<file path="src/rtl/core/npc_pkg.sv">
package npc_pkg;

   // Channel and distance widths. The largest squared distance is 3 * 255 * 255.
   localparam int CHAN_W = 8;
   localparam int FIELD5_W = 5;
   localparam int DIST_W = 18;
   localparam logic [DIST_W-1:0] DIST_START = DIST_W'(3 * 255 * 255 + 1);

   localparam int DEFAULT_PALETTE_DEPTH = 256;
   localparam int DEFAULT_SEARCH_COUNT = 255;

   typedef enum logic [1:0] {
      CMD_WRITE        = 2'd0,
      CMD_QUERY_RGB    = 2'd1,
      CMD_QUERY_PACKED = 2'd2
   } cmd_type;

   typedef struct packed {
      logic [CHAN_W-1:0] red;
      logic [CHAN_W-1:0] green;
      logic [CHAN_W-1:0] blue;
   } rgb_type;

endpackage

</file>
<file path="src/rtl/core/npc_dist.sv">
// Squared Euclidean distance unit. The three channel squares are registered,
// and their sum is formed in the following cycle.
module npc_dist
   import npc_pkg::*;
(
   input  logic              clock,
   input  rgb_type           query,
   input  rgb_type           entry,
   output logic [DIST_W-1:0] sq_dist
);

   logic [CHAN_W-1:0]   diff_r;
   logic [CHAN_W-1:0]   diff_g;
   logic [CHAN_W-1:0]   diff_b;
   logic [2*CHAN_W-1:0] sq_r_ff;
   logic [2*CHAN_W-1:0] sq_g_ff;
   logic [2*CHAN_W-1:0] sq_b_ff;

   always_comb begin
      diff_r = (query.red > entry.red) ? (query.red - entry.red) : (entry.red - query.red);
      diff_g = (query.green > entry.green) ? (query.green - entry.green)
                                           : (entry.green - query.green);
      diff_b = (query.blue > entry.blue) ? (query.blue - entry.blue)
                                         : (entry.blue - query.blue);
   end

   always_ff @(posedge clock) begin
      sq_r_ff <= diff_r * diff_r;
      sq_g_ff <= diff_g * diff_g;
      sq_b_ff <= diff_b * diff_b;
   end

   assign sq_dist = DIST_W'(sq_r_ff) + DIST_W'(sq_g_ff) + DIST_W'(sq_b_ff);

endmodule
</file>
<file path="config.mk">
export PLATFORM = sky130hd
export DESIGN_NAME = npc_dist
export DESIGN_NICKNAME = d
export VERILOG_FILES = /design/src/rtl/core/npc_pkg.sv /design/src/rtl/core/npc_dist.sv
export SDC_FILE = /design/constraint.sdc
export NUM_CORES = 1
export LEC_CHECK = 0
export BUFFER_PORTS_ARGS = -buffer_cell sky130_fd_sc_hd__buf_4
export CAP_MARGIN = 0
export CORE_MARGIN = 1
export CORE_UTILIZATION = 57
export CTS_CLUSTER_SIZE = 14
export DETAILED_ROUTE_END_ITERATION = 16
export GPL_ROUTABILITY_DRIVEN = 0
export PLACE_DENSITY = 0.87
export SYNTH_ARGS = -nofsm -noshare
export SYNTH_HDL_FRONTEND = slang
export SYNTH_SLANG_ARGS = --single-unit
</file>
<file path="constraint.sdc">
create_clock -name clock -period 6.6 [get_ports clock]
set_clock_uncertainty 0.15 [all_clocks]
set_input_delay 0.33 -clock clock [delete_from_list [all_inputs] [get_ports clock]]
set_output_delay 0.33 -clock clock [all_outputs]
set_load 0.1 [all_outputs]
</file>
# Word-level counts from Yosys, hierarchy flattened

Index checks and enable logic that the tools add are counted.

$mul: 3
Magnitude comparators: 3
Add/sub/neg operators: 8
Multiplexer cells: 3

Operators by type and width:

| kind           | number |
|---|---|
| $mul 8x8->16   | 3 |
| $sub 8x8->8    | 6 |
| $gt 8x8->1     | 3 |
| $mux 8         | 3 |
| $add 17x16->18 | 1 |
| $add 16x16->17 | 1 |

Output and inout port bits: 18
Logic and storage cells: 20
Input port bits: 49
Bits in registers: 48

# Depth between registers and ports, before layout

Depth after elaboration: 3
Mapped depth: 27
Gate-level depth less buffers: 26

# Worst setup path after synthesis

Ideal clock, no wire load.

Path kind: input to register
From: input port query[0] in the netlist's numbering
To: register sq_b_ff[15]
Stages: 24
Path buffers: 0
Arrival: 6126 ps
Setup time: 120 ps
Required time: 6330 ps
Slack: 204 ps
Cell sequence: inv_1 > ha_1 > inv_1 > fa_1 > a21o_1 > a221oi_4 > a21oi_4 > mux2i_2 > xor2_2 > or2_1 > inv_1 > fa_1 > fa_1 > inv_1 > fa_1 > fa_1 > inv_1 > ha_1 > o21a_1 > o31a_1 > o31a_1 > o21a_1 > a311o_1 > xor2_1

Word-level cells in the longest chain between the ends: 3
Elaborated cells on any way between the ends: 5
Classes of those cells: 2 x add/sub; 1 x mul; 1 x order compare; 1 x mux

RTL lines:

| item                                | RTL line       | RTL |
|---|---|---|
| start, declared                     | npc_dist.sv:7  | `input rgb_type query,` |
| $sub 8x8->8 (tied with other cells) | npc_dist.sv:24 | `: (entry.blue - query.blue);` |
| $mux 8 *                            | npc_dist.sv:23 | `diff_b = (query.blue > entry.blue) ? (query.blue - entry.blue)` |
| $mul 8x8->16 *                      | npc_dist.sv:30 | `sq_b_ff <= diff_b * diff_b;` |
| end signal, assigned                | npc_dist.sv:30 |  |
| end, declared                       | npc_dist.sv:17 | `logic [2*CHAN_W-1:0] sq_b_ff;` |

Mark *: on every way between the ends. The rest lies on a longest branch, timed or not.

# Worst setup path in the final report

From: input port query[16] in the netlist's numbering
To: register sq_r_ff[12]

Word-level cells in the longest chain between the ends: 3
Elaborated cells on any way between the ends: 5
Classes of those cells: 2 x add/sub; 1 x mul; 1 x order compare; 1 x mux

RTL lines:

| item                                      | RTL line       | RTL |
|---|---|---|
| $sub 8x8->8 or $gt 8x8->1 (tied branches) | npc_dist.sv:20 | `diff_r = (query.red > entry.red) ? (query.red - entry.red) : (entry.red - query.red);` |
| $mux 8 *                                  | npc_dist.sv:20 |  |
| $mul 8x8->16 *                            | npc_dist.sv:28 | `sq_r_ff <= diff_r * diff_r;` |
| end signal, assigned                      | npc_dist.sv:28 |  |
| end, declared                             | npc_dist.sv:15 | `logic [2*CHAN_W-1:0] sq_r_ff;` |

Marks and branches as above.

==> metrics.yaml <==
min_path:
  min_path_type: "input pin to register"
  hold_depth: 3
  worst_hold_startpoint: "entry[8]"
  hold_end: "sq_g_ff[0]$_DFF_P_"
finish:
  regArea_um2: 900.9
  drive_gt1_frac: 0.1417
  nets: 1368
  multiInputGateArea_um2: 7005
  area_delta_synth_final_pct: 12.37
  diodes: 0
  fillers: 1092
  final_common_cell: "inv_1"
  final_area_um2: 9783
  final_cell_mix: "197 x inv_1, 149 x ha_1, 97 x fa_1, 97 x buf_4, 93 x nor2_1"
clock_network:
  cts_tree: "done"
  ctsHoldBuffers: 0
  cts.sinks: 45
  cts.htree.levels: 2
  cts_buffers: 5
  clkTransAtPathRegs_ns: 0.06
  cts_buffer_depth: 2
  cts_root_buf: "clkbuf_16"
floorplan:
  core_area_um2: 14700
  start_util: 0.5923
  dieArea_um2: 15770
  io_pins: 67
  rows: 44
  die_h_um: 125.6
  die_w_um: 125.6
routing:
  vias: 6883
  vias_per_cell: 5.476
  top_layer: "met4"
  met2_length_mm: 9.427
  wl_mm: 17.93
  postRouteAntennaNets: 0
  drt_iter0_drc: 407
  met3_length_um: 644
  remaining_drc_errors: 4
  firstDrtPassIters: 11
  wl_per_cell_um: 14.26
  drt-met1-wl_mm: 7.618
worst_setup_path:
  cpMostUsedCell: "inv_1"
  critPathMaxStageDelay_ns: 0.49
  startpoint: "query[16]"
  path_max_fanout: 7
  crit_required_ns: 6.60
  startpoint_type: "input pin"
  worst_ep_arrival_time_ns: 6.33
  criticalPathCategory: "input pin to register"
  cp-end-kind: "register"
  crit_slowest_cell: "fa_1"
yosys:
  ys_types: 64
  ys_ff_latch: 45
  async_flop_share: 0
  synthFlopType: "dfxtp_1"
  yosys_warnings: 0
  syn_inst: 985
  yosys-top-cells-area: "fa_1 22%, ha_1 21%, dfxtp_1 10%, inv_1 8.5%, xnor2_1 4.8%"
  synth_top_area_share: 0.2231
  synth_edf_count: 0
  syn_area_um2: 8706
  seq_area_frac_synth: 0.1035
  yosys.area.top_type: "fa_1"
  postSynthAreaPerCell_um2: 8.838
timing:
  fmax_mhz: 158.1
  slew_headroom: 0.5501
  worst_pin_slew_ns: 0.6561
  finalSetupViolCount: 0
  fin_crit_sh: 0.9581
  hold_viol_final: 0
  min_period_ns: 6.323
  slew_viol_final: 0
status:
  status: "finished, violations left"
  violations: "DRC"
place:
  placed_area_um2: 9558
  io_buffers: 66
  dpl.hpwl_mm: 15.13
grt:
  grt_pass1_wl_mm: 31.93
  grt_pass1_vias: 7307
  antenna_found_initial: 0
  overflow: 0
  gr-usage-all-layers: 0.2428
  grt_max_degree: 14
job:
  drv_cap: 0
## final cells by class
class | instances | area share
inverters | 199 | 0.07635
well taps | 184 | 0.02353
multi-input cells | 724 | 0.7161
clock buffers | 5 | 0.01279
repair buffers | 98 | 0.07559
flip-flops and latches | 45 | 0.09208
clock inverters | 2 | 0.003581
## flip-flops by register name, indices dropped and copies added, names as in the netlist
name,count
sq_g_ff,15
sq_r_ff,15
sq_b_ff,15
## per-stage QoR
| step | instances | util | setup WS, ns | TNS, ns | hold WS (ns) |
|---|---|---|---|---|---|
| after detailed placement | 1248 | 0.6502 | -0.05744 | -0.05744 | 0.7582 |
| final | 1257 | 0.6656 | 0.2767 | 0 | 0.4728 |
| after global routing | 1257 | 0.6656 | -0.002528 | -0.002528 | 0.5065 |
| after floorplan | 987 | - | 0.2042 | 0 | 0.5514 |
| after CTS | 1255 | 0.6611 | 0.1495 | 0 | 0.4602 |
| after global placement | 1248 | 0.6502 | 0.1742 | 0 | 0.7509 |
## worst max-delay path by stage
stage | to | slack [ns] | cells past startpoint
after floorplan | sq_b_ff[15]$_DFF_P_ | 0.20 | 24
after global placement | sq_b_ff[15]$_DFF_P_ | 0.17 | 27
after detailed placement | sq_r_ff[12]$_DFF_P_ | -0.06 | 25
after CTS | sq_r_ff[12]$_DFF_P_ | 0.15 | 25
after global routing | sq_b_ff[15]$_DFF_P_ | -0.003 | 25
final | sq_r_ff[12]$_DFF_P_ | 0.28 | 25
## what timing repair did
item	CTS	global route
buffers inserted	0	2
gates resized for setup	0	9
endpoints found under the setup margin	0	4
## cell families after synthesis
family | Yosys count | share of synthesized area
AO/OA/AOI/OAI | 170 | 0.1327
buffers and inverters | 218 | 0.09802
XOR/XNOR | 75 | 0.08451
other | 1 | 0.0004307
flip-flops | 45 | 0.1035
AND/OR/NAND/NOR | 211 | 0.1196
multiplexers | 19 | 0.02414
adder cells (fa/ha/maj) | 246 | 0.4372
## critical path: cells and delay by family
family | cells | cell delay [ns]
fa+ha+maj | 7 | 2.77
xor+xnor | 1 | 0.40
simple gates | 4 | 1.05
buf+inv | 7 | 0.44
compound gates | 5 | 1.05
mux | 1 | 0.26
## metal layers
metal / vias up / GRT usage
met5: - / 0
met4: 0 / 0.05452
met3: 24 / 0.01797
met2: 180 / 0.4565
met1: 3304 / 0.3010
li1: 3375 / -
## cells in the mapped netlist, drive strengths merged, types with 5 or more instances
cell and n:
and3 6, o22ai 5, o21a 8, o21bai 5, xor2 23, a21oi 63
a221oi 6, xnor2 52, nand4 7, or2 17, o21ai 19, ha 149
a211oi 6, nand3b 8, a21o 31, nand2 27, nand2b 12, clkbuf 6
inv 199, nor3 11, buf 13, fa 97, dfxtp 45, nor2 100
mux2i 19, a31oi 7
Power is left out: the tool's default activity adds up to more than one toggle a clock period on the data nets, which glitch-free logic cannot reach.
